===== config.mk =====
export PLATFORM = sky130hd
export DESIGN_NAME = epoch_seconds_to_calendar
export DESIGN_NICKNAME = d
export VERILOG_FILES = /design/src/rtl/es2cal_pkg.sv /design/src/rtl/epoch_seconds_to_calendar.sv
export VERILOG_INCLUDE_DIRS = /design/src /design/src/rtl
export SDC_FILE = /design/constraint.sdc
export NUM_CORES = 1
export LEC_CHECK = 0
export ABC_CLOCK_PERIOD_IN_PS = 7400
export BUFFER_PORTS_ARGS = -buffer_cell sky130_fd_sc_hd__buf_2
export CORE_ASPECT_RATIO = 0.75
export CORE_MARGIN = 1.5
export CORE_UTILIZATION = 55
export CTS_BUF_LIST = sky130_fd_sc_hd__clkbuf_8
export DETAILED_ROUTE_END_ITERATION = 7
export HOLD_SLACK_MARGIN = 0.02
export PLACE_DENSITY_LB_ADDON = 0.15
export SLEW_MARGIN = 20
export SYNTH_ARGS = -nofsm -noshare
export SYNTH_HDL_FRONTEND = slang
export SYNTH_SLANG_ARGS = --single-unit

===== constraint.sdc =====
create_clock -name clk -period 7.4 [get_ports clk]
set_input_delay 0.37 -clock clk [delete_from_list [all_inputs] [get_ports clk]]
set_output_delay 0.37 -clock clk [all_outputs]
set_load 0.01 [all_outputs]

===== src/rtl/epoch_seconds_to_calendar_defines.svh =====
// Assertion macros for the epoch seconds to calendar converter.
`ifndef EPOCH_SECONDS_TO_CALENDAR_DEFINES_SVH
`define EPOCH_SECONDS_TO_CALENDAR_DEFINES_SVH

`ifndef SYNTHESIS

`define ES2CAL_ASSERT_SAME(lbl, ante, cons, msg) \
  lbl: assert property (@(posedge clk) disable iff (rst) (ante) |-> (cons)) else $error(msg);

`define ES2CAL_ASSERT_NEXT(lbl, ante, cons, msg) \
  lbl: assert property (@(posedge clk) disable iff (rst) (ante) |=> (cons)) else $error(msg);

`else

`define ES2CAL_ASSERT_SAME(lbl, ante, cons, msg)

`define ES2CAL_ASSERT_NEXT(lbl, ante, cons, msg)

`endif

`endif


===== src/rtl/es2cal_pkg.sv =====
// Constants and helper functions for the epoch seconds to calendar converter.
package es2cal_pkg;

  localparam logic [31:0] DAY_SECS  = 32'd86400;
  localparam logic [31:0] HOUR_SECS = 32'd3600;
  localparam logic [31:0] MIN_SECS  = 32'd60;
  localparam logic [31:0] WEEK_DAYS = 32'd7;
  localparam logic [31:0] LEAP_YEAR_DAYS   = 32'd366;
  localparam logic [31:0] COMMON_YEAR_DAYS = 32'd365;

  localparam logic [7:0] EPOCH_YEAR_OFS = 8'd70;   // 1970 - 1900
  localparam logic [7:0] LAST_YEAR_OFS  = 8'd206;
  localparam logic [3:0] LAST_MONTH     = 4'd11;
  localparam logic [3:0] FEB_INDEX      = 4'd1;
  localparam logic [2:0] EPOCH_WEEKDAY  = 3'd4;   // Thursday

  // 1970 reduced modulo 4, 100 and 400
  localparam logic [1:0] EPOCH_MOD4   = 2'd2;
  localparam logic [6:0] EPOCH_MOD100 = 7'd70;
  localparam logic [8:0] EPOCH_MOD400 = 9'd370;

  // signed hours to seconds, x*3600 = x*(2048+1024+512+16)
  function automatic logic [31:0] tz_to_secs(input logic [4:0] tz);
    logic [31:0] ext;
    ext = {{27{tz[4]}}, tz};
    return (ext << 11) + (ext << 10) + (ext << 9) + (ext << 4);
  endfunction

  function automatic logic [4:0] month_len(input logic [3:0] m, input logic leap);
    logic [4:0] len;
    case (m)
      4'd1:    len = leap ? 5'd29 : 5'd28;
      4'd3:    len = 5'd30;
      4'd5:    len = 5'd30;
      4'd8:    len = 5'd30;
      4'd10:   len = 5'd30;
      default: len = 5'd31;
    endcase
    return len;
  endfunction

endpackage


===== src/rtl/epoch_seconds_to_calendar.sv =====
// Epoch seconds to Gregorian date and time of day, one shared subtractor.
// Restoring divisions for days, hours, minutes and weekday come first, then the
// year walk (one 365/366 subtraction per year, up to 136 years), then the month
// walk; the result then waits until the output register can take it. A new word
// is taken only after the last is converted, but a result may wait in the output
// register while the next word is taken. Synchronous active-high reset clears the
// sequencer, the output valid and the offset register (offset 0 hours).
`include "epoch_seconds_to_calendar_defines.svh"

module epoch_seconds_to_calendar
  import es2cal_pkg::*;
(
  input  logic        clk,
  input  logic        rst,
  input  logic        cfg_we,
  input  logic [4:0]  cfg_wdata,        // tz_hours, signed
  input  logic        s_axis_tvalid,
  output logic        s_axis_tready,
  input  logic [31:0] s_axis_tdata,     // [31:0] epoch_seconds
  output logic        m_axis_tvalid,
  input  logic        m_axis_tready,
  // [7:0] years_since_1900, [11:8] month_index, [16:12] day_of_month,
  // [21:17] hour_of_day, [27:22] minute_of_hour, [33:28] second_of_minute,
  // [36:34] weekday, [39:37] zero
  output logic [39:0] m_axis_tdata
);

  localparam logic [2:0] P_IDLE  = 3'd0;
  localparam logic [2:0] P_DAY   = 3'd1;
  localparam logic [2:0] P_HOUR  = 3'd2;
  localparam logic [2:0] P_MIN   = 3'd3;
  localparam logic [2:0] P_WDAY  = 3'd4;
  localparam logic [2:0] P_YEAR  = 3'd5;
  localparam logic [2:0] P_MONTH = 3'd6;

  logic [2:0]  phase;
  logic [3:0]  k;
  logic [31:0] acc;
  logic [15:0] q;
  logic [15:0] days;
  logic [4:0]  hour;
  logic [5:0]  minute;
  logic [5:0]  second;
  logic [2:0]  wday;
  logic [7:0]  year;
  logic [3:0]  month;
  logic [1:0]  mod4;
  logic [6:0]  mod100;
  logic [8:0]  mod400;
  logic [31:0] tz_secs;

  logic [7:0]  o_year;
  logic [3:0]  o_month;
  logic [4:0]  o_day;
  logic [4:0]  o_hour;
  logic [5:0]  o_minute;
  logic [5:0]  o_second;
  logic [2:0]  o_wday;
  logic        o_valid;

  logic [31:0] sub_val;
  logic [31:0] diff;
  logic        ge;
  logic [15:0] q_next;
  logic        leap;
  logic        out_free;
  logic        month_last;
  logic        load_out;
  logic        fields_ok;

  assign leap     = ((mod4 == 2'd0) && (mod100 != 7'd0)) || (mod400 == 9'd0);
  assign out_free = !o_valid || m_axis_tready;
  assign month_last = (month == LAST_MONTH) || !ge;
  assign load_out = (phase == P_MONTH) && month_last && out_free;

  // shared compare/subtract unit
  always_comb begin
    unique case (phase)
      P_DAY:   sub_val = DAY_SECS << k;
      P_HOUR:  sub_val = HOUR_SECS << k;
      P_MIN:   sub_val = MIN_SECS << k;
      P_WDAY:  sub_val = WEEK_DAYS << k;
      P_YEAR:  sub_val = leap ? LEAP_YEAR_DAYS : COMMON_YEAR_DAYS;
      P_MONTH: sub_val = {27'd0, month_len(month, leap)};
      default: sub_val = 32'd0;
    endcase
  end

  assign ge     = acc >= sub_val;
  assign diff   = acc - sub_val;
  assign q_next = ge ? (q | (16'd1 << k)) : q;

  always_ff @(posedge clk) begin
    if (rst) begin
      tz_secs <= 32'd0;
    end else if (cfg_we) begin
      tz_secs <= tz_to_secs(cfg_wdata);
    end
  end

  always_ff @(posedge clk) begin
    if (rst) begin
      o_valid <= 1'b0;
    end else if (load_out) begin
      o_valid <= 1'b1;
    end else if (m_axis_tready) begin
      o_valid <= 1'b0;
    end
  end

  always_ff @(posedge clk) begin
    if (rst) begin
      phase   <= P_IDLE;
    end else begin
      unique case (phase)
        P_IDLE: begin
          if (s_axis_tvalid) begin
            acc   <= s_axis_tdata + tz_secs;
            k     <= 4'd15;
            q     <= 16'd0;
            phase <= P_DAY;
          end
        end
        P_DAY: begin
          if (ge) acc <= diff;
          if (k == 4'd0) begin
            days  <= q_next;
            q     <= 16'd0;
            k     <= 4'd4;
            phase <= P_HOUR;
          end else begin
            q <= q_next;
            k <= k - 4'd1;
          end
        end
        P_HOUR: begin
          if (ge) acc <= diff;
          if (k == 4'd0) begin
            hour  <= q_next[4:0];
            q     <= 16'd0;
            k     <= 4'd5;
            phase <= P_MIN;
          end else begin
            q <= q_next;
            k <= k - 4'd1;
          end
        end
        P_MIN: begin
          if (k == 4'd0) begin
            minute <= q_next[5:0];
            second <= ge ? diff[5:0] : acc[5:0];
            // (days + 4) mod 7 gives the weekday
            acc    <= {16'd0, days} + {29'd0, EPOCH_WEEKDAY};
            k      <= 4'd13;
            phase  <= P_WDAY;
          end else begin
            if (ge) acc <= diff;
            q <= q_next;
            k <= k - 4'd1;
          end
        end
        P_WDAY: begin
          if (k == 4'd0) begin
            wday   <= ge ? diff[2:0] : acc[2:0];
            acc    <= {16'd0, days};
            year   <= EPOCH_YEAR_OFS;
            mod4   <= EPOCH_MOD4;
            mod100 <= EPOCH_MOD100;
            mod400 <= EPOCH_MOD400;
            phase  <= P_YEAR;
          end else begin
            if (ge) acc <= diff;
            k <= k - 4'd1;
          end
        end
        P_YEAR: begin
          if (ge) begin
            acc    <= diff;
            year   <= year + 8'd1;
            mod4   <= mod4 + 2'd1;
            mod100 <= (mod100 == 7'd99) ? 7'd0 : mod100 + 7'd1;
            mod400 <= (mod400 == 9'd399) ? 9'd0 : mod400 + 9'd1;
          end else begin
            month <= 4'd0;
            phase <= P_MONTH;
          end
        end
        P_MONTH: begin
          if (!month_last) begin
            acc   <= diff;
            month <= month + 4'd1;
          end else if (out_free) begin
            // hold here until the output register can take the word
            o_year   <= year;
            o_month  <= month;
            o_day    <= acc[4:0] + 5'd1;
            o_hour   <= hour;
            o_minute <= minute;
            o_second <= second;
            o_wday   <= wday;
            phase    <= P_IDLE;
          end
        end
        default: phase <= P_IDLE;
      endcase
    end
  end

  assign s_axis_tready = (phase == P_IDLE);
  assign m_axis_tvalid = o_valid;
  assign m_axis_tdata  = {3'd0, o_wday, o_second, o_minute, o_hour, o_day, o_month, o_year};

  assign fields_ok = (o_day != 5'd0) && (o_hour < 5'd24) && (o_minute < 6'd60) &&
                     (o_second < 6'd60) && (o_wday < 3'd7);

  `ES2CAL_ASSERT_NEXT(a_accept_starts, s_axis_tvalid && s_axis_tready, phase == P_DAY, "no start")
  `ES2CAL_ASSERT_SAME(a_year_range, phase == P_YEAR, year <= LAST_YEAR_OFS, "year past range")
  `ES2CAL_ASSERT_SAME(a_month_range, phase == P_MONTH, month <= LAST_MONTH, "month past Dec")
  `ES2CAL_ASSERT_SAME(a_out_fields, m_axis_tvalid, fields_ok, "result field out of range")

endmodule

# --- Word-level counts from Yosys, hierarchy flattened ---
# Cells that the tools add are included.
word_totals:
  register_bits: 191
  inputBits: 42
  word_cells: 154
op_classes:
  n_addsub: 13
  n_lt_le_gt_ge: 1
  n_eq_ne: 26
  shifts: 5
  muxes: 51
  bitwise: 2
  n_reduce_logical: 33
ops:
  columns: ["cell", "count"]
  rows:
  - ["32-bit case mux with 6 select lines", 1]
  - ["32-bit 2-to-1 mux", 5]
  - ["32-bit case mux with 5 select lines", 1]
  - ["16-bit 2-to-1 mux", 4]
  - ["16-bit case mux with 3 select lines", 1]
  - ["32-bit adder", 1]
  - ["32-bit >= comparator", 1]
  - ["12-bit by 4-bit << shifter with 32-bit output, first input constant", 1]
  - ["17-bit by 4-bit << shifter with 32-bit output, first input constant", 1]
  - ["3-bit by 4-bit << shifter with 32-bit output, first input constant", 1]
  - ["6-bit by 4-bit << shifter with 32-bit output, first input constant", 1]
  - ["32-bit subtractor", 1]
  - ["4-bit 2-to-1 mux", 7]
  - ["3-bit 2-to-1 mux", 9]
  - ["9-bit 2-to-1 mux", 3]
  - ["2-bit != test, second input constant", 12]
  - ["4-bit AND reduction", 6]
  - ["7-bit 2-to-1 mux", 3]
  - ["3-bit case mux with 7 select lines", 1]
  - ["4-bit case mux with 5 select lines", 1]
  - ["18-bit by 9-bit adder with 19-bit output", 1]
  - ["17-bit by 14-bit adder with 18-bit output", 1]
  - ["9-bit case mux with 2 select lines", 1]
  - ["16-bit by 15-bit adder with 17-bit output", 1]
  - ["44 further kinds", 66]

# --- Depth between registers and ports, before layout ---
# Gate-level depths: netlist of the first run.
depth:
  depth_word: 12
  ltp_mapped: 22
  mapped_depth_nobuf: 19

# --- Least setup slack after synthesis of the first run ---
# No wires, ideal clock.
synth_timing:
  kind: "reg-to-reg"
  startpoint: "register phase[1]"
  endpoint: "register o_day[0], enable pin"
  setup_time_ns: 0.477
  t_arrival_ns: 6.186
  required_time_ns: 6.923
  path_slack_ns: 0.737
  path_stages_with_launch: 21
  cell_sequence: "dfxtp_1 > clkbuf_1 > nor2_1 > xnor2_1 > nor2b_1 > nand3_1 > o22ai_1 > a31o_2 > ha_1 > inv_1 > fa_1 > a211oi_1 > nor2_1 > o22ai_4 > a211oi_2 > nor3_2 > o31ai_4 > buf_2 > nand2_1 > nand2_1 > nor3_1"
synth_via:
  elab_chain_len: 6
  word_cells_on_any_way: 11
  cone_classes: "1 x order compare; 6 x eq/ne; 1 x mux; 3 x reduce/logical"
synth_lines:
  columns: ["element", "line", "text"]
  rows:
  - ["start, declared", "epoch_seconds_to_calendar.sv:36", "logic [2:0] phase;"]
  - ["start signal, assigned", "epoch_seconds_to_calendar.sv:113", "phase <= P_IDLE;"]
  - ["start signal, assigned", "epoch_seconds_to_calendar.sv:121", "phase <= P_DAY;"]
  - ["start signal, assigned", "epoch_seconds_to_calendar.sv:130", "phase <= P_HOUR;"]
  - ["3-bit equality test (tied with other cells)", "epoch_seconds_to_calendar.sv:78, epoch_seconds_to_calendar.sv:115", null]
  - ["32-bit case mux with 6 select lines", "epoch_seconds_to_calendar.sv:78", "unique case (phase)"]
  - ["32-bit >= comparator", "epoch_seconds_to_calendar.sv:89", "assign ge = acc >= sub_val;"]
  - ["1-bit zero test", "epoch_seconds_to_calendar.sv:73", "assign month_last = (month == LAST_MONTH) || !ge;"]
  - ["1-bit logical OR", "epoch_seconds_to_calendar.sv:73", null]
  - ["4-bit AND reduction (no line) (*)", null, null]
  - ["end signal, assigned", "epoch_seconds_to_calendar.sv:196", "o_day <= acc[4:0] + 5'd1;"]
  - ["end, declared", "epoch_seconds_to_calendar.sv:54", "logic [4:0] o_day;"]
# Every way passes the cells marked *; elsewhere a longest branch is shown, timed or not.
# A chain may end at the register's enable or synchronous reset.

# --- Worst setup path in the final report of the first run ---
layout_timing:
  startpoint: "register phase[1]"
  endpoint: "register acc[15] (data pin)"
layout_via:
  elab_chain_len: 6
  word_cells_on_any_way: 16
  cone_classes: "1 x add/sub; 1 x order compare; 6 x eq/ne; 6 x mux; 2 x reduce/logical"
layout_lines:
  columns: ["element", "line", "text"]
  rows:
  - ["3-bit equality test (tied with other cells)", "epoch_seconds_to_calendar.sv:78, epoch_seconds_to_calendar.sv:115", null]
  - ["32-bit case mux with 6 select lines", "epoch_seconds_to_calendar.sv:78", null]
  - ["32-bit subtractor or 32-bit >= comparator (tied branches)", null, null]
  - ["32-bit 2-to-1 mux", null, null]
  - ["32-bit 2-to-1 mux, on equally long branches", "epoch_seconds_to_calendar.sv:163, epoch_seconds_to_calendar.sv:149", null]
  - ["32-bit case mux with 5 select lines (*)", "epoch_seconds_to_calendar.sv:115", "unique case (phase)"]
  - ["end signal, assigned", "epoch_seconds_to_calendar.sv:125", "if (ge) acc <= diff;"]
  - ["end signal, assigned", "epoch_seconds_to_calendar.sv:137", "if (ge) acc <= diff;"]
  - ["end signal, assigned", "epoch_seconds_to_calendar.sv:157", "if (ge) acc <= diff;"]
  - ["end, declared", "epoch_seconds_to_calendar.sv:38", "logic [31:0] acc;"]
# Every way passes the cells marked *; elsewhere a longest branch is shown, timed or not. The select of a mux whose other input is x is not followed.

==> results.py, run 1 <==
metrics = {
    "synthesis": {
        "synth_warnings": 0,
        "ys_seq_elements": 174,
        "synth-main-ff-cell": "edfxtp_1",
        "avgSynthCellArea_sq_um": 9.413,
        "synth.distinct_cells": 78,
        "syn_inst": 1312,
        "synth_async_sr_flop_share_pct": 0,
        "synth_edf_count": 155,
        "yosysSeqAreaShare_pct": 40.77,
        "syn_area_sq_um": 12350,
    },
    "final_layout": {
        "fin_cells": 1682,
        "final_common_cell": "edfxtp_1",
        "layout_common_cells": "edfxtp_1 (155), nor2_1 (140), nand2_1 (112)",
        "diodes": 0,
        "nNetsFinal": 1511,
        "drive_gt1_share_pct": 11.89,
        "post-route-util_pct": 61.25,
        "area_delta_synth_final_pct": 9.372,
    },
    "cts": {
        "post_cts_buffers": 0,
        "clock_sinks": 174,
        "htree_levels": 4,
        "clk_latency_ps": 480,
        "ctsHoldBuffers": 0,
        "root_buffer": "clkbuf_8",
        "ctsResizeCount": 0,
        "cts_tree": "built",
        "clockBufferDepth": 2,
        "path_clk_slew_ps": 110,
        "cts_made_buffers": 17,
    },
    "sta": {
        "period_needed_ps": 6164,
        "max_freq_mhz": 162.2,
        "hold_viol": 0,
        "drv_slew": 0,
        "setup_viol": 0,
        "worst_pin_slew_ps": 975.1,
        "fin_worst_skew_ps": 23.24,
        "relSlewSlack_pct": 34.99,
        "fin_ws_ps": 1236,
        "post-route-period-util_pct": 83.30,
        "finalSetupTns_ps": 0,
        "rsz0062_at_grt": "false",
    },
    "floorplanning": {
        "start_util_pct": 56.00,
        "rows": 47,
        "fp.dieH_microns": 132.8,
        "pin_count": 84,
        "fp.coreArea_sq_um": 22050,
        "die_area_sq_um": 23370,
        "die_x_microns": 176.0,
    },
    "pwr": {
        "p_leak_uw": 0.005238,
        "p_total_uw": 3105,
        "peakVddDrop_v": 0.0001573,
        "powerDensity_nw_per_um2": 229.9,
    },
    "critical_path": {
        "r2r_start": "phase[1]$_SDFFE_PP0P_",
        "crit_slowest_cell": "dfxtp_1",
        "path_common_cell": "buf_4",
        "rr_worst_depth": 17,
        "r2r_end": "acc[15]$_DFFE_PP_",
        "cpPeakStageDelay_ps": 840,
        "worstPathRequired_ps": 7600,
        "end_kind": "flip-flop",
        "worstSetupPathType": "reg -> reg",
        "cp.arrival_ps": 6370,
        "startpoint_type": "flip-flop",
        "cp_max_fo": 25,
        "crit_chain": "nor2b_1 > and2_1 > a21oi_1 > o22ai_1 > a21bo_2 > o211ai_1 > ha_1 > nand4_1 > or3_1 > a211oi_2 > nor3_2 > o31ai_4 > buf_4 > nor2_1 > buf_4 > a222oi_1 > o31ai_1",
        "reg2reg_slack_ps": 1240,
    },
    "worst_hold_path": {
        "min_from": "s_axis_tdata[1]",
        "hp-class": "in -> reg",
        "holdPathEnd": "acc[1]$_DFFE_PP_",
        "min_path_cells": 3,
    },
    "route": {
        "detailedRoute.firstIterationViolations": 1369,
        "dr.max_layer_used": "met5",
        "wl_per_cell_microns": 19.62,
        "firstDrtPassIters": 7,
        "drc": 0,
        "ant_nets": 0,
        "wl_met3_microns": 3652,
        "viasPerCell": 6.207,
        "wl_microns": 33000,
        "drt-met1-wl_microns": 15720,
        "met2WireLength_microns": 13230,
        "vias": 10440,
    },
    "global_routing": {
        "first_global_vias": 9473,
        "grt_pass1_wl_microns": 51500,
        "antenna_found_initial": 0,
        "overflow": 0,
        "grt_max_degree": 50,
        "grt.total_usage_pct": 28.44,
    },
    "placed_design": {
        "gp_congestion": 1.047,
        "portBuffers": 80,
        "dp_slack_ps": 1410,
        "place_inst": 1650,
        "dp_hpwl_microns": 24480,
    },
    "status": {
        "outcome": "completed",
    },
    "flow_run": {
        "drv_cap": 0,
    },
}
-- cell families (layout without fill, tap and decap cells) --
group | after synthesis | in the layout | synth area share (%)
mux | 27 | 27 | 2.351
xor+xnor | 78 | 78 | 5.532
buf+inv | 102 | 176 | 3.303
simple gates | 445 | 445 | 17.00
flops | 174 | 174 | 40.77
compound gates | 391 | 391 | 20.94
other cells | 1 | 3 | 0.03037
fa+ha+maj | 94 | 94 | 10.07
-- flip-flops by register name, indices dropped and copies added (netlist names), 6 cells and up --
register and cells:
tz_secs 15, second 6, o_year 8, minute 6
acc 32, mod100 7, o_second 6, mod400 9
q 16, days 16, o_minute 6, year 8
-- cell type report --
| cell class | count | area [sq um] |
|---|---|---|
| timing repair buffer | 102 | 565.5 |
| tap | 294 | 367.9 |
| inverter | 42 | 157.7 |
| clock buffer | 17 | 234.0 |
| fill | 1888 | 8546 |
| clock inverter | 15 | 198.9 |
| sequential | 174 | 5036 |
| multi-input combinational | 1038 | 6947 |
-- synth_stat cells (6+ instances only) --
master    count  area [sq um]
o21a_1       15         112.6
nor3_1       32         160.2
nand3_1      33         165.2
fa_1          9         180.2
a21oi_1      91         455.4
a222oi_1      6         60.06
a211oi_1     14         105.1
nand4_1      14         87.58
o21bai_1      7         52.55
xor2_1       32         280.3
o211ai_1     16         120.1
a21o_1       41         307.8
edfxtp_1    155          4654
a22oi_1      16         120.1
nor2b_1      39         244.0
mux2i_1      17         170.2
ha_1         85          1064
a221oi_1      6         52.55
xnor2_1      46         402.9
nand2_1     112         420.4
mux2_2        7         78.83
nor2_1      141         529.3
or3_1         8         50.05
dfxtp_1      19         380.4
inv_1        42         157.7
and3_1       22         137.6
clkbuf_1     50         187.7
nand2b_1     19         118.9
and2_1        7         43.79
nor4_1        6         37.54
o22ai_1      10         62.56
a31oi_1      12         75.07
o21ai_0      90         450.4
o31ai_1       9         67.56
-- critical path, delay by kind of cell (launching register included) --
kind,cells,cell delay [ps]
DFF,1,840
adders and majority gates,1,430
buffers and inverters,2,650
AOI/OAI and AO/OA,8,2070
and+or+nand+nor,6,1890
-- report_power, final --
group          internal, uW  switching (uW)
Clock                   269             446
Combinational           462             709
Sequential             1160            57.4
-- stage by stage --
stage / hold slack, ps / instance area (sq um)
finish: 196.7 / 13510
detailed placement: 404.5 / 13070
CTS: 184.7 / 13500
floorplan: 400.3 / 12360
global placement: 401.2 / 13070
global route: 192.9 / 13510
-- worst max path at each step --
stage	start	end	slack [ps]
after global placement	phase[1]$_SDFFE_PP0P_	acc[15]$_DFFE_PP_	1490
final	phase[1]$_SDFFE_PP0P_	acc[15]$_DFFE_PP_	1240
after floorplan	phase[1]$_SDFFE_PP0P_	o_day[0]$_DFFE_PP_	740
after detailed placement	phase[1]$_SDFFE_PP0P_	o_hour[4]$_DFFE_PP_	1410
after global routing	phase[1]$_SDFFE_PP0P_	o_year[2]$_DFFE_PP_	860
after CTS	phase[1]$_SDFFE_PP0P_	o_year[2]$_DFFE_PP_	1370
-- layer usage --
layer | GRT usage (%) | vias to the layer above
li1 | - | 5005
met1 | 43.82 | 4876
met2 | 38.82 | 516
met3 | 8.879 | 41
met4 | 5.271 | 2
met5 | 1.458 | -
Note: power is estimated with default switching activity, not from simulation.
==> inputs of run 2 (changes only) <==
- ABC_AREA: not set -> 1
- ABC_CLOCK_PERIOD_IN_PS: 7400 -> 5000
- clock period: 7.4 -> 5 ns (I/O delays scaled with it)
==> run 2 against run 1 <==
Compared with the run above:
- clock power increased by 47%
- utilization increased by 0.20 points
- cell area increased by 5.2%
- register-to-register slack got worse by 720 ps
- critical path depth increased by 9
- clock skew decreased by 5.9 ps
- largest power group is now combinational logic
- fmax increased by 37%
- synthesized cell count increased by 29%
- highest routed layer is now met4
- cell count increased by 24%
- sequential cell count unchanged
- count of clock-buffer cells in the layout unchanged
- area after synthesis increased by 5.2%
==> results.py, run 2 <==
metrics = {
    "route": {
        "wl_microns": 36120,
        "detailedRoute.firstIterationViolations": 1099,
        "firstDrtPassIters": 6,
        "viasPerCell": 5.667,
        "drc": 0,
        "vias": 11860,
        "wl_per_cell_microns": 17.26,
        "ant_nets": 0,
    },
    "cts": {
        "clockBufferDepth": 2,
        "path_clk_slew_ps": 100,
        "root_buffer": "clkbuf_8",
        "clock_sinks": 174,
        "post_cts_buffers": 0,
        "cts_tree": "built",
        "clk_latency_ps": 490,
        "cts_made_buffers": 17,
        "htree_levels": 4,
    },
    "sta": {
        "whs_ps": 75.84,
        "worst_pin_slew_ps": 711.7,
        "finalSetupTns_ps": 0,
        "max_freq_mhz": 223.0,
        "post-route-period-util_pct": 89.70,
        "relSlewSlack_pct": 51.93,
        "period_needed_ps": 4485,
        "fin_worst_skew_ps": 17.33,
        "setup_viol": 0,
        "hold_viol": 0,
        "drv_slew": 0,
        "rsz0062_at_grt": "false",
    },
    "global_routing": {
        "grtUsageMet3_pct": 5.384,
        "busiest_layer": "met2",
        "met1_usage_pct": 44.64,
        "grt.total_usage_pct": 30.36,
        "grt_max_degree": 33,
        "antenna_found_initial": 0,
        "grt_pass1_wl_microns": 57570,
        "overflow": 0,
        "first_global_vias": 10970,
        "grtUsageMet2_pct": 45.91,
    },
    "critical_path": {
        "end_kind": "flip-flop",
        "cp_max_fo": 15,
        "worstSetupPathType": "reg -> reg",
        "cp.arrival_ps": 4690,
        "worstPathRequired_ps": 5210,
        "startpoint_type": "flip-flop",
    },
    "final_layout": {
        "fin_cells": 2093,
        "drive_gt1_share_pct": 11.04,
        "diodes": 0,
        "fin_area_sq_um": 14210,
        "nFillCells": 2102,
        "layout_common_cells": "nand2_1 (396), inv_1 (195), nor2_1 (184)",
        "final_common_cell": "nand2_1",
        "largestRegisters": "acc (32), days (16), q (16)",
        "area_delta_synth_final_pct": 9.341,
        "regMostFlops": "acc",
        "nNetsFinal": 1916,
        "largest_reg_flops": 32,
    },
    "floorplanning": {
        "die_x_microns": 180.5,
        "fp.coreArea_sq_um": 23120,
        "pin_count": 84,
        "fp.dieH_microns": 136.1,
        "die_area_sq_um": 24570,
        "rows": 48,
        "start_util_pct": 56.20,
    },
    "synthesis": {
        "yosysSeqAreaShare_pct": 38.75,
        "synth.distinct_cells": 61,
        "ys_top_cells_by_area": "edfxtp_1 (36%), nand2_1 (11%), ha_1 (8.2%)",
        "post_synth_most_frequent_cells": "nand2_1 (396), inv_1 (195), nor2_1 (185)",
        "synth_most_common_cell": "nand2_1",
        "synth.largest_area_cell": "edfxtp_1",
        "syn_area_sq_um": 12990,
        "synth-main-ff-cell": "edfxtp_1",
        "synth_async_sr_flop_share_pct": 0,
        "ys_seq_elements": 174,
        "syn_inst": 1699,
        "synth.top_cell.area_share_pct": 35.82,
        "synth_edf_count": 155,
        "avgSynthCellArea_sq_um": 7.648,
        "synth_warnings": 0,
    },
    "pwr": {
        "powerDensity_nw_per_um2": 652.5,
        "p_leak_uw": 0.006117,
        "peakVddDrop_v": 0.0002680,
    },
    "placed_design": {
        "postPlaceCellArea_sq_um": 13760,
        "dp_hpwl_microns": 28910,
        "gp_congestion": 1.003,
        "place_inst": 2061,
        "portBuffers": 80,
    },
    "status": {
        "outcome": "completed",
    },
    "worst_hold_path": {
        "hp-class": "in -> reg",
    },
    "flow_run": {
        "drv_cap": 0,
    },
}
==> run 2: stage by stage <==
stage | utilization, % | total power, uW | setup slack, ps
after floorplan | - | 6511 | 126.1
after global placement | 59.51 | 8075 | 572.4
after global routing | 61.44 | 10040 | 23.04
after detailed placement | 59.51 | 8079 | 505.5
final | 61.44 | 9270 | 515.2
after CTS | 61.43 | 9157 | 457.7
==> run 2: timing repair <==
item / CTS / global route
gates resized for setup: 0 / 2
hold buffers: 0 / 0
setup endpoints to repair: 0 / 63
==> run 2: power by group <==
part	total [uW]	internal [uW]	switching [uW]
clock	1050	436	617
combinational	5920	1880	4040
sequential	2290	2070	220
==> run 2: worst paths after layout <==
| check | slack (ps) | start | to | depth (start not counted) |
|---|---|---|---|---|
| min | 80 | s_axis_tdata[2] | acc[2]$_DFFE_PP_ | 3 |
| max | 520 | phase[1]$_SDFFE_PP0P_ | month[0]$_SDFFCE_PN0P_ | 26 |
| max reg2reg | 520 | phase[1]$_SDFFE_PP0P_ | month[0]$_SDFFCE_PN0P_ | 26 |
| min reg2reg | 430 | minute[2]$_DFFE_PP_ | o_minute[2]$_DFFE_PP_ | 0 |
==> run 2: worst max-delay path, cell delays in order, from the launching register on <==
cell and delay (ps):
dfxtp_1 500, nand2_2 130, nor2_4 100, inv_2 120, nand2_4 160, inv_4 70
nand2_2 160, inv_2 100, nor2_4 260, inv_2 140, nor2_1 150, a21oi_1 70
o21ai_0 100, inv_1 80, ha_1 350, nand2_1 110, inv_1 110, nand2_1 70
nor2_2 120, nand3_1 80, nand3_1 90, nand2_1 80, nand2_4 200, buf_4 300
nand3_4 130, a211oi_1 220, buf_4 170
==> run 2: cells by family (layout without fill, tap and decap cells) <==
group | after synthesis | after routing | share of synthesized area (%)
XOR/XNOR | 35 | 35 | 2.359
buffers and inverters | 253 | 345 | 7.857
adder cells (fa/ha/maj) | 94 | 94 | 9.571
flip-flops | 174 | 174 | 38.75
other | 1 | 3 | 0.02886
AND/OR/NAND/NOR | 780 | 780 | 25.86
AO/OA/AOI/OAI | 362 | 362 | 15.57
==> run 2: metal layers <==
layer | wire [microns] | vias up
met5 | 0 | -
met4 | 614 | 0
met3 | 3096 | 47
met2 | 15320 | 497
met1 | 17090 | 5430
li1 | - | 5888
==> run 2: layout make-up <==
type                       count  area, sq um  share of cell area, %
clock inverter                15        211.5                  1.488
sequential                   174         5037                  35.46
tap                          300        375.4                  2.642
inverter                     210        795.8                  5.601
clock buffer                  17        234.0                  1.647
timing repair buffer         103        585.6                  4.122
multi-input combinational   1274         6968                  49.04
==> inputs of run 3 (changes only) <==
- ABC_CLOCK_PERIOD_IN_PS: 5000 -> 5100
- RECOVER_POWER: not set -> 25
- clock period: 5 -> 5.1 ns (I/O delays scaled with it)
==> run 3 against run 2 <==
Compared with the run above:
- non-clock buffer count grew 6
- highest routed layer unchanged
- worst setup slack lost 140 ps
- utilization is essentially flat
- power shrank 1.5%
- global-route usage shrank 0.16 points
- count of clock-buffer cells in the layout grew 2
- largest cell class unchanged
- first-iteration DRC count grew 12%
- die area is the same
- sequential power shrank 2%
==> results.py, run 3 (synthesis gave the netlist of run 2 again) <==
metrics = {
    "sta": {
        "worst_pin_slew_ps": 762.5,
        "max_freq_mhz": 211.8,
        "setup_viol": 0,
        "relSlewSlack_pct": 49.17,
        "finalSetupTns_ps": 0,
        "hold_viol": 0,
        "drv_slew": 0,
        "post-route-period-util_pct": 92.59,
        "period_needed_ps": 4722,
        "rsz0062_at_grt": "false",
        "fin_worst_skew_ps": 17.36,
    },
    "final_layout": {
        "area_delta_synth_final_pct": 9.350,
        "nNetsFinal": 1922,
        "drive_gt1_share_pct": 9.005,
        "largest_reg_flops": 32,
        "layout_common_cells": "nand2_1 (396), inv_1 (195), nor2_1 (184)",
        "final_common_cell": "nand2_1",
        "post-route-util_pct": 61.45,
        "regMostFlops": "acc",
        "fin_area_sq_um": 14210,
        "diodes": 0,
        "largestRegisters": "acc (32), days (16), q (16)",
    },
    "floorplanning": {
        "pin_count": 84,
        "fp.coreArea_sq_um": 23120,
        "rows": 48,
        "die_x_microns": 180.5,
        "die_area_sq_um": 24570,
        "start_util_pct": 56.20,
        "fp.dieH_microns": 136.1,
    },
    "pwr": {
        "p_sw_share_pct": 52.23,
        "powerDensity_nw_per_um2": 642.4,
        "seqPwrFrac_pct": 24.5,
        "power.net_switching_uw": 4767,
        "p_leak_uw": 0.006036,
        "comb_power_share_pct": 64.1,
        "internal-power_uw": 4360,
        "peakVddDrop_v": 0.0003004,
        "clockPowerShare_pct": 11.4,
    },
    "cts": {
        "htree_levels": 4,
        "clock_sinks": 174,
        "clockBufferDepth": 2,
        "ctsHoldBuffers": 0,
        "cts_made_buffers": 17,
        "root_buffer": "clkbuf_8",
        "cts_tree": "built",
        "clk_latency_ps": 490,
        "path_clk_slew_ps": 100,
    },
    "worst_hold_path": {
        "hp-class": "in -> reg",
        "min_from": "s_axis_tdata[2]",
        "holdPathEnd": "acc[2]$_DFFE_PP_",
        "min_path_cells": 3,
    },
    "placed_design": {
        "dp_hpwl_microns": 28290,
        "postPlaceCellArea_sq_um": 13780,
        "portBuffers": 80,
        "gp_congestion": 1.062,
    },
    "route": {
        "viasPerCell": 5.731,
        "ant_nets": 0,
        "drc": 0,
        "wl_per_cell_microns": 17.26,
        "firstDrtPassIters": 7,
        "detailedRoute.firstIterationViolations": 1228,
        "vias": 12030,
        "wl_microns": 36240,
    },
    "critical_path": {
        "cp.arrival_ps": 4930,
        "cp_max_fo": 18,
        "reg2reg_slack_ps": 380,
        "startpoint_type": "flip-flop",
        "end_kind": "flip-flop",
        "worstSetupPathType": "reg -> reg",
        "r2r_start": "phase[0]$_SDFFE_PP0P_",
        "worstPathRequired_ps": 5310,
        "r2r_end": "month[1]$_SDFFCE_PN0P_",
        "rr_worst_depth": 27,
    },
    "status": {
        "outcome": "completed",
    },
    "global_routing": {
        "grt_max_degree": 38,
        "grt_pass1_wl_microns": 57300,
        "antenna_found_initial": 0,
        "grt.total_usage_pct": 30.19,
        "overflow": 0,
        "first_global_vias": 11000,
    },
    "flow_run": {
        "drv_cap": 0,
    },
}
run 3: cell count changes in the layout (fill, tap and decap cells not counted), moves of 2 or more:
cell      before  now
buf_12         1    3
buf_2         80   39
buf_4         22   26
clkbuf_1       0   41
clkbuf_8      17   19
clkinv_8       6    4
inv_6          1    6
inv_8          3    1
run 3: stage by stage:
stage          power (uW)  setup WS, ps  cells  hold WS [ps]
3_5_place_dp         7883         215.9   2061         406.3
2_1_floorplan        6384         226.1   1701         389.9
5_1_grt              9834         14.78   2099         75.92
6_report             9127         378.1   2099         80.54
4_1_cts              8943         163.5   2093         53.34
3_3_place_gp         7808         353.9   2061         401.8
run 3: layer usage:
| metal | vias up | wire (microns) | GRT usage, % |
|---|---|---|---|
| met5 | - | 0 | 0 |
| met4 | 0 | 840 | 9.524 |
| met3 | 63 | 3813 | 7.367 |
| met2 | 578 | 15120 | 44.92 |
| met1 | 5483 | 16470 | 43.34 |
| li1 | 5905 | - | - |
run 3: worst max path at each step:
stage | startpoint | end | slack (ps) | depth (start not counted)
finish | phase[0]$_SDFFE_PP0P_ | month[1]$_SDFFCE_PN0P_ | 380 | 27
global route | phase[0]$_SDFFE_PP0P_ | month[1]$_SDFFCE_PN0P_ | 10 | 27
CTS | phase[2]$_SDFFE_PP0P_ | month[1]$_SDFFCE_PN0P_ | 160 | 26
detailed placement | phase[2]$_SDFFE_PP0P_ | month[1]$_SDFFCE_PN0P_ | 220 | 26
global placement | phase[2]$_SDFFE_PP0P_ | month[1]$_SDFFCE_PN0P_ | 350 | 26
floorplan | phase[2]$_SDFFE_PP0P_ | o_day[0]$_DFFE_PP_ | 230 | 23
run 3: layout make-up:
| class | instances | area [sq um] |
|---|---|---|
| fill | 2106 | 8914 |
| multi-input combinational | 1274 | 6968 |
| sequential | 174 | 5036 |
| inverter | 210 | 795.8 |
| timing repair buffer | 109 | 604.3 |
| tap | 300 | 375.4 |
| clock buffer | 19 | 261.5 |
| clock inverter | 13 | 167.7 |
run 3: what timing repair did:
item                                    4_1_cts  5_1_grt
resized for setup                             0        1
setup buffers                                 0        6
endpoints found under the setup margin        0      112
run 3: worst max-delay path: stages, from the launching register on:
cell and delay [ps]:
dfxtp_1 450, nor2_4 200, inv_2 60, nor2_4 200, inv_2 150, nand2_4 140
inv_4 70, nand2_2 130, inv_2 100, nor2_4 230, inv_2 120, nor2_1 140
a21oi_1 80, o21ai_0 110, inv_1 80, ha_1 350, nand2_1 110, inv_1 110
nand2_1 70, nor2_2 140, nand3_1 80, nand3_1 90, nand2_1 80, nand2_4 220
buf_4 280, nand3_4 120, a211oi_1 310, buf_4 200
run 3: power groups by stage:
| stage | sequential (uW) | clock, uW | combinational (uW) |
|---|---|---|---|
| 2_1_floorplan | 2180 | 0 | 4210 |
| 3_3_place_gp | 2250 | 0 | 5550 |
| 3_5_place_dp | 2250 | 0 | 5630 |
| 4_1_cts | 2220 | 1050 | 5670 |
| 5_1_grt | 2260 | 1100 | 6480 |
| 6_report | 2240 | 1040 | 5850 |
